**src/sv/msx_pkg.sv**
```systemverilog
package msx_pkg;

  localparam logic [5:0] OP_SPECIAL = 6'd0;
  localparam logic [5:0] OP_BEQ     = 6'd4;
  localparam logic [5:0] OP_BNE     = 6'd5;
  localparam logic [5:0] OP_ADDI    = 6'd8;
  localparam logic [5:0] OP_SLTI    = 6'd10;
  localparam logic [5:0] OP_ANDI    = 6'd12;
  localparam logic [5:0] OP_ORI     = 6'd13;
  localparam logic [5:0] OP_XORI    = 6'd14;
  localparam logic [5:0] OP_LUI     = 6'd15;
  localparam logic [5:0] OP_SPECIAL2 = 6'd28;

  localparam logic [5:0] FN_SLL = 6'd0;
  localparam logic [5:0] FN_SRL = 6'd2;
  localparam logic [5:0] FN_ADD = 6'd32;
  localparam logic [5:0] FN_SUB = 6'd34;
  localparam logic [5:0] FN_AND = 6'd36;
  localparam logic [5:0] FN_OR  = 6'd37;
  localparam logic [5:0] FN_SLT = 6'd42;
  localparam logic [5:0] FN_MUL = 6'd2;

  localparam logic [31:0] SYSCALL_WORD = 32'h0000_000C;

  localparam logic [31:0] SYS_PRINT_INT  = 32'd1;
  localparam logic [31:0] SYS_EXIT       = 32'd10;
  localparam logic [31:0] SYS_PRINT_CHAR = 32'd11;

  localparam logic [4:0] REG_V0 = 5'd2;
  localparam logic [4:0] REG_A0 = 5'd4;

  typedef enum logic [2:0] {
    EV_NONE        = 3'd0,
    EV_PRINT_INT   = 3'd1,
    EV_PRINT_CHAR  = 3'd2,
    EV_EXIT        = 3'd3,
    EV_BAD_SYSCALL = 3'd4,
    EV_BAD_BRANCH  = 3'd5
  } ev_t;

  typedef struct packed {
    logic        wr;
    logic [4:0]  dst;
    logic [31:0] val;
  } alu_res_t;

endpackage

```
**src/sv/msx_alu.sv**
```systemverilog
module msx_alu (
  input  logic [31:0]         instr,
  input  logic [31:0]         vs,
  input  logic [31:0]         vt,
  output msx_pkg::alu_res_t   res
);

  logic [5:0]  op;
  logic [5:0]  fn;
  logic [4:0]  rt;
  logic [4:0]  rd;
  logic [4:0]  sh;
  logic [31:0] uimm;
  logic [31:0] simm;

  assign op   = instr[31:26];
  assign fn   = instr[5:0];
  assign rt   = instr[20:16];
  assign rd   = instr[15:11];
  assign sh   = instr[10:6];
  assign uimm = {16'h0000, instr[15:0]};
  assign simm = {{16{instr[15]}}, instr[15:0]};

  always_comb begin
    res = '0;
    unique case (op)
      msx_pkg::OP_SPECIAL: begin
        res.dst = rd;
        res.wr  = 1'b1;
        unique case (fn)
          msx_pkg::FN_ADD: res.val = vs + vt;
          msx_pkg::FN_SUB: res.val = vs - vt;
          msx_pkg::FN_AND: res.val = vs & vt;
          msx_pkg::FN_OR:  res.val = vs | vt;
          msx_pkg::FN_SLT: res.val = {31'd0, $signed(vs) < $signed(vt)};
          msx_pkg::FN_SLL: res.val = vt << sh;
          msx_pkg::FN_SRL: res.val = vt >> sh;
          default:         res.wr  = 1'b0;
        endcase
      end
      msx_pkg::OP_SPECIAL2: begin
        res.dst = rd;
        res.wr  = (fn == msx_pkg::FN_MUL);
        res.val = vs * vt;
      end
      msx_pkg::OP_ADDI: begin
        res.wr = 1'b1; res.dst = rt; res.val = vs + simm;
      end
      msx_pkg::OP_SLTI: begin
        res.wr = 1'b1; res.dst = rt; res.val = {31'd0, $signed(vs) < $signed(simm)};
      end
      msx_pkg::OP_ANDI: begin
        res.wr = 1'b1; res.dst = rt; res.val = vs & uimm;
      end
      msx_pkg::OP_ORI: begin
        res.wr = 1'b1; res.dst = rt; res.val = vs | uimm;
      end
      msx_pkg::OP_XORI: begin
        res.wr = 1'b1; res.dst = rt; res.val = vs ^ uimm;
      end
      msx_pkg::OP_LUI: begin
        res.wr = 1'b1; res.dst = rt; res.val = {instr[15:0], 16'h0000};
      end
      default: res = '0;
    endcase
    // no write, or a write to register 0, reports nothing
    if (!res.wr || res.dst == 5'd0) begin
      res = '0;
    end
  end

endmodule

```
**src/sv/mips_subset_execute_step.sv**
```systemverilog
// Register read, then execute: out_valid rises once an accepted instruction
// leaves the read stage and executes.
// Throughput: one instruction per cycle unless out_ready stalls; registers are
// read on accept and written on execute; a write-to-read bypass covers back-to-back dependencies.
// Reset: program index goes to zero and all 32 register valid bits clear, so
// every register reads zero until written; no clearing pass, ready right away.
module mips_subset_execute_step #(
  parameter int PROGRAM_DEPTH = 1024
) (
  input  logic        clk,
  input  logic        rst_n,
  input  logic        in_valid,
  output logic        in_ready,
  input  logic [31:0] in_instr_word,
  output logic        out_valid,
  input  logic        out_ready,
  output logic [10:0] out_next_index,
  output logic [2:0]  out_event_res,
  output logic [31:0] out_event_value,
  output logic        out_write_valid,
  output logic [4:0]  out_write_reg,
  output logic [31:0] out_write_value
);

  localparam int PC_W  = $clog2(PROGRAM_DEPTH + 1);
  localparam int TGT_W = ((PC_W > 16) ? PC_W : 16) + 2;
  localparam logic [PC_W-1:0]  DEPTH_PC  = PC_W'(PROGRAM_DEPTH);
  localparam logic [TGT_W-1:0] DEPTH_TGT = TGT_W'(PROGRAM_DEPTH);

  // register file storage
  logic [31:0] rf_mem [32];
  logic [31:0] rf_vld_r;

  logic            in_fire;
  logic            s1_adv;
  logic            s1_valid_r;
  logic [31:0]     s1_instr_r;
  logic [31:0]     rd_a_r, rd_b_r;
  logic            vld_a_r, vld_b_r;
  logic            fwd_a_r, fwd_b_r;
  logic [31:0]     fwd_val_r;
  logic [4:0]      ra, rb;
  logic [PC_W-1:0] pc_r;

  logic [31:0]       vs, vt;
  msx_pkg::alu_res_t alu_res;
  logic              wr_en;
  logic [5:0]        op;
  logic              halted;
  logic              is_br, take;
  logic [TGT_W-1:0]  tgt;
  logic [PC_W-1:0]   pc_nxt;
  msx_pkg::ev_t      ev;
  logic [31:0]       ev_val;

  logic        out_valid_r;
  logic [10:0] out_next_index_r;
  logic [2:0]  out_event_res_r;
  logic [31:0] out_event_value_r;
  logic        out_write_valid_r;
  logic [4:0]  out_write_reg_r;
  logic [31:0] out_write_value_r;

  assign s1_adv   = s1_valid_r && (!out_valid_r || out_ready);
  assign in_ready = !s1_valid_r || s1_adv;
  assign in_fire  = in_valid && in_ready;

  // syscall reads v0 and a0 through the two read ports
  assign ra = (in_instr_word == msx_pkg::SYSCALL_WORD) ? msx_pkg::REG_V0 : in_instr_word[25:21];
  assign rb = (in_instr_word == msx_pkg::SYSCALL_WORD) ? msx_pkg::REG_A0 : in_instr_word[20:16];

  always_ff @(posedge clk) begin
    if (in_fire) begin
      rd_a_r <= rf_mem[ra];
      rd_b_r <= rf_mem[rb];
    end
    if (wr_en) begin
      rf_mem[alu_res.dst] <= alu_res.val;
    end
  end

  always_ff @(posedge clk) begin
    if (!rst_n) begin
      rf_vld_r   <= '0;
      s1_valid_r <= 1'b0;
      pc_r       <= '0;
    end else begin
      if (wr_en) begin
        rf_vld_r[alu_res.dst] <= 1'b1;
      end
      if (in_fire) begin
        s1_valid_r <= 1'b1;
      end else if (s1_adv) begin
        s1_valid_r <= 1'b0;
      end
      if (s1_adv) begin
        pc_r <= pc_nxt;
      end
    end
  end

  // read-side metadata; bypass covers a write landing on the read edge
  always_ff @(posedge clk) begin
    if (in_fire) begin
      s1_instr_r <= in_instr_word;
      vld_a_r    <= rf_vld_r[ra];
      vld_b_r    <= rf_vld_r[rb];
      fwd_a_r    <= wr_en && (alu_res.dst == ra);
      fwd_b_r    <= wr_en && (alu_res.dst == rb);
      fwd_val_r  <= alu_res.val;
    end
  end

  assign vs = fwd_a_r ? fwd_val_r : (vld_a_r ? rd_a_r : 32'd0);
  assign vt = fwd_b_r ? fwd_val_r : (vld_b_r ? rd_b_r : 32'd0);

  msx_alu u_alu (
    .instr (s1_instr_r),
    .vs    (vs),
    .vt    (vt),
    .res   (alu_res)
  );

  assign op     = s1_instr_r[31:26];
  assign halted = (pc_r >= DEPTH_PC);
  assign wr_en  = s1_adv && !halted && alu_res.wr;
  assign is_br  = (op == msx_pkg::OP_BEQ) || (op == msx_pkg::OP_BNE);
  assign take   = (op == msx_pkg::OP_BEQ) ? (vs == vt) : (vs != vt);
  // negative targets wrap high and fail the compare below as well
  assign tgt    = TGT_W'(pc_r) + {{(TGT_W-16){s1_instr_r[15]}}, s1_instr_r[15:0]};

  always_comb begin
    pc_nxt = pc_r + PC_W'(1);
    ev     = msx_pkg::EV_NONE;
    ev_val = 32'd0;
    if (halted) begin
      pc_nxt = DEPTH_PC;
    end else if (is_br) begin
      if (take) begin
        if (tgt >= DEPTH_TGT) begin
          ev     = msx_pkg::EV_BAD_BRANCH;
          pc_nxt = DEPTH_PC;
        end else begin
          pc_nxt = tgt[PC_W-1:0];
        end
      end
    end else if (s1_instr_r == msx_pkg::SYSCALL_WORD) begin
      if (vs == msx_pkg::SYS_PRINT_INT) begin
        ev     = msx_pkg::EV_PRINT_INT;
        ev_val = vt;
      end else if (vs == msx_pkg::SYS_EXIT) begin
        ev     = msx_pkg::EV_EXIT;
        pc_nxt = DEPTH_PC;
      end else if (vs == msx_pkg::SYS_PRINT_CHAR) begin
        ev     = msx_pkg::EV_PRINT_CHAR;
        ev_val = {24'd0, vt[7:0]};
      end else begin
        ev     = msx_pkg::EV_BAD_SYSCALL;
        ev_val = vs;
        pc_nxt = DEPTH_PC;
      end
    end
  end

  always_ff @(posedge clk) begin
    if (!rst_n) begin
      out_valid_r <= 1'b0;
    end else if (s1_adv) begin
      out_valid_r <= 1'b1;
    end else if (out_ready) begin
      out_valid_r <= 1'b0;
    end
  end

  always_ff @(posedge clk) begin
    if (s1_adv) begin
      out_next_index_r  <= 11'(pc_nxt);
      out_event_res_r   <= ev;
      out_event_value_r <= ev_val;
      out_write_valid_r <= !halted && alu_res.wr;
      out_write_reg_r   <= halted ? 5'd0 : alu_res.dst;
      out_write_value_r <= halted ? 32'd0 : alu_res.val;
    end
  end

  assign out_valid       = out_valid_r;
  assign out_next_index  = out_next_index_r;
  assign out_event_res   = out_event_res_r;
  assign out_event_value = out_event_value_r;
  assign out_write_valid = out_write_valid_r;
  assign out_write_reg   = out_write_reg_r;
  assign out_write_value = out_write_value_r;

  a_pc_bound: assert property (@(posedge clk) disable iff (!rst_n)
    pc_r <= DEPTH_PC)
    else $error("program index beyond depth");

  a_no_r0_write: assert property (@(posedge clk) disable iff (!rst_n)
    wr_en |-> alu_res.dst != 5'd0)
    else $error("write to register zero");

  a_halt_sticks: assert property (@(posedge clk) disable iff (!rst_n)
    s1_adv && (ev == msx_pkg::EV_EXIT || ev == msx_pkg::EV_BAD_SYSCALL ||
               ev == msx_pkg::EV_BAD_BRANCH) |=> pc_r == DEPTH_PC)
    else $error("halt event did not halt");

  a_result_taken: assert property (@(posedge clk) disable iff (!rst_n)
    s1_adv |=> out_valid)
    else $error("executed item not presented");

endmodule
```
**config.mk**
```make
export PLATFORM = sky130hd
export DESIGN_NAME = mips_subset_execute_step
export DESIGN_NICKNAME = d
export VERILOG_FILES = /design/src/sv/msx_pkg.sv /design/src/sv/msx_alu.sv /design/src/sv/mips_subset_execute_step.sv
export SDC_FILE = /design/constraint.sdc
export NUM_CORES = 2
export LEC_CHECK = 0
export BUFFER_PORTS_ARGS = -buffer_cell sky130_fd_sc_hd__buf_2
export CORE_MARGIN = 1
export CORE_UTILIZATION = 60
export DETAILED_ROUTE_END_ITERATION = 10
export GPL_ROUTABILITY_DRIVEN = 1
export PLACE_DENSITY_LB_ADDON = 0.3
export SETUP_SLACK_MARGIN = 0.15
export SYNTH_ARGS = -nofsm -noshare
export SYNTH_HDL_FRONTEND = slang
export SYNTH_SLANG_ARGS = --single-unit
```
**constraint.sdc**
```tcl
create_clock -name clk -period 30.8 [get_ports clk]
set_input_delay 1.54 -clock clk [delete_from_list [all_inputs] [get_ports clk]]
set_output_delay 1.54 -clock clk [all_outputs]
set_load 0.02 [all_outputs]
```
==> results.txt <==
status - finished, final reports clean
Final period util - 35.74%
Post-Syn Area - 0.08456 mm²
Pwr Density - 50.72 mW/mm²
number of cells on the worst reg-to-reg path - 29
final setup violating endpoints - 0
DR vias - 61630
hold path cells - 1
Worst VDD drop - 0.08065 mV
Synthesis Warnings - 0
# rows - 137
HPWL after DPL - 202.5 mm
DRT Pass-1 Iters - 7
Max Fclk - 0.09085 GHz
clock group share of total power - 34.8%
drt total wl - 321.4 mm
Sw Pwr - 0.001495 W
part of the power in registers - 41.2%
first-pass GRT wire length - 453.7 mm
I/O pins - 122
most used cell along the critical path - fa_1
Reg with most FFs - rf_mem
initial antenna violation count - 21
CTS Hold Bufs - 0
critical path's largest stage delay - 1.01 ns
Worst Setup SP - fwd_b_r$_DFFE_PP_
Leakage - 35.89 nW
Synth Instances - 6161
Hold EP - rf_vld_r[28]$_SDFFE_PN0P_
synth-to-layout area growth - 9.193%
final setup TNS - 0 ns
largest net degree at the start of global routing - 94
Largest register FFs - 1024
most common cell after layout, fill and taps aside - edfxtp_1
Cell Area, Placed - 0.08799 mm²
Die ar. - 0.1424 mm²
CTS tree - yes
skew final - 0.07044 ns
DRC viols - 0
vias in the first global route - 61900
DR iter-0 viols - 9778
Max FO, Critical Path - 38
crit-path leading delay family - adder cells
nets - 7011
Post-CTS Setup Repair Bufs - 0
Critical Path AT - 11.44 ns
Final min period - 11.01 ns
nature of the critical path startpoint - register
post-route cell area - 0.09234 mm²
WHS - 0.4903 ns
hold_sp - rf_vld_r[28]$_SDFFE_PN0P_
CTS sink cnt - 1285
PostCTS Resize Cnt - 0
CP bufs+invs - 8
final hold violations - 0
Clock Latency Late Sink - 0.82 ns
register area share after synthesis - 45.10%
Comb pwr share - 24.0%
Seq cells post-synth - 1285
synthesized area per cell - 13.73 µm²
Critical Path RT - 31.23 ns
Post-synth EDFFs - 1240
max cap viols - 0
area of the core - 0.1397 mm²
Sw Ratio - 31.92%
HP Class - register to register
TritonCTS Buffers - 133
layout cells sized above 1 - 22.46%
per-cell routed wire length - 39.00 µm
Slowest-stage cell, CP - a211oi_4
crit path capture type - register
detail-routed via count per cell - 7.478
GPL Wtd Cong - 1.147
Async SR Flop Fraction - 0%
Pint - 0.003188 W
grt ovf - 0
# H-tree levels - 4
unrepaired setup endpoints after global routing - false
Worst-path clk slew - 0.07 ns
port bufs - 121
predominant post-synthesis flop cell - edfxtp_1
initial core utilization - 60.53%
flop2flop setup slack - 19.79 ns
commonest cells after routing, fill and taps aside - edfxtp_1, mux4_2, nor2_1, inv_1, fa_1
CTS root buffer - clkbuf_16
worst rel slew slack - 6.456%
synth unique cells - 94
Crit Path Class - register to register
Max Buffers Root-to-Sink - 3
worst-margin pin slew - 1.390 ns
RR Endpoint - rf_mem[30][26]$_DFFE_PP_
Die X - 377.4 µm
GRT Overall Usage - 45.84%
Slew Limit Fails - 0
Die Y - 377.4 µm
post-route ant nets - 0
R2R Path Start - fwd_b_r$_DFFE_PP_
worst max-delay path by stage:
stage          slack [ns]                        to  depth (start not counted)
2_1_floorplan       21.17   fwd_val_r[26]$_DFFE_PP_                         30
3_3_place_gp        20.38  rf_mem[25][26]$_DFFE_PP_                         29
3_5_place_dp        20.11  rf_mem[30][26]$_DFFE_PP_                         30
4_1_cts             20.11  rf_mem[23][26]$_DFFE_PP_                         29
5_1_grt             19.50  rf_mem[14][26]$_DFFE_PP_                         29
6_report            19.79  rf_mem[30][26]$_DFFE_PP_                         29
per-layer routing:
| metal | global-route usage (%) | wire (µm) | up-vias |
|---|---|---|---|
| met5 | 0.03431 | 115 | - |
| li1 | - | - | 23370 |
| met4 | 38.07 | 33530 | 16 |
| met2 | 68.80 | 143500 | 5638 |
| met3 | 14.35 | 42430 | 1750 |
| met1 | 54.38 | 101800 | 30860 |
final cells by class:
type | instances | area [µm²]
multi-input combinational | 3949 | 43180
tap | 1876 | 2347
clock buffer | 163 | 3483
clock inverter | 77 | 837.1
fill | 9587 | 47370
inverter | 551 | 2071
sequential | 1285 | 38140
antenna | 9 | 22.52
timing repair buffer | 332 | 2256
power by group through the flow:
stage          logic [W]  clock network, W  registers [W]
6_report         0.00112           0.00163        0.00193
4_1_cts          0.00105           0.00163        0.00193
5_1_grt          0.00115           0.00169        0.00193
2_1_floorplan   0.000641                 0        0.00196
3_3_place_gp     0.00104                 0        0.00196
3_5_place_dp     0.00104                 0        0.00196
metrics by stage:
stage	utilization, %	total power [W]	worst slack (ns)	instances
after floorplan	-	0.002602	21.17	6192
after global placement	62.98	0.002999	20.38	7993
after detailed placement	62.98	0.003006	20.11	7993
after CTS	66.07	0.004611	20.11	8233
after global routing	66.08	0.004771	19.50	8233
final	66.09	0.004683	19.79	8242
Yosys cell counts, types with 40 or more instances:
master	count	area share, %
fa_1	412	9.8
nand3_1	53	0.31
mux2i_1	40	0.47
edfxtp_1	1240	44
nor3_1	48	0.28
clkbuf_1	288	1.3
ha_1	311	4.6
buf_1	49	0.22
a21oi_1	233	1.4
xnor2_1	98	1.0
inv_1	524	2.3
a22o_1	52	0.54
mux4_2	716	19
o21a_1	54	0.48
nor2_1	602	2.7
dfxtp_1	45	1.1
nand2_1	408	1.8
o21ai_0	144	0.85
buf_2	61	0.36
a211oi_1	47	0.42
mux2_2	73	0.97
logic make-up (layout without fill, tap and decap cells):
family	Yosys count	in the layout	synth area share, %
compound gates	899	899	7.256
xor+xnor	136	136	1.506
fa+ha+maj	723	723	14.36
buf+inv	958	1123	4.400
flops	1285	1285	45.10
mux	829	829	20.51
other cells	1	41	0.004435
simple gates	1330	1330	6.864
Note: power is estimated with default switching activity, not from simulation.
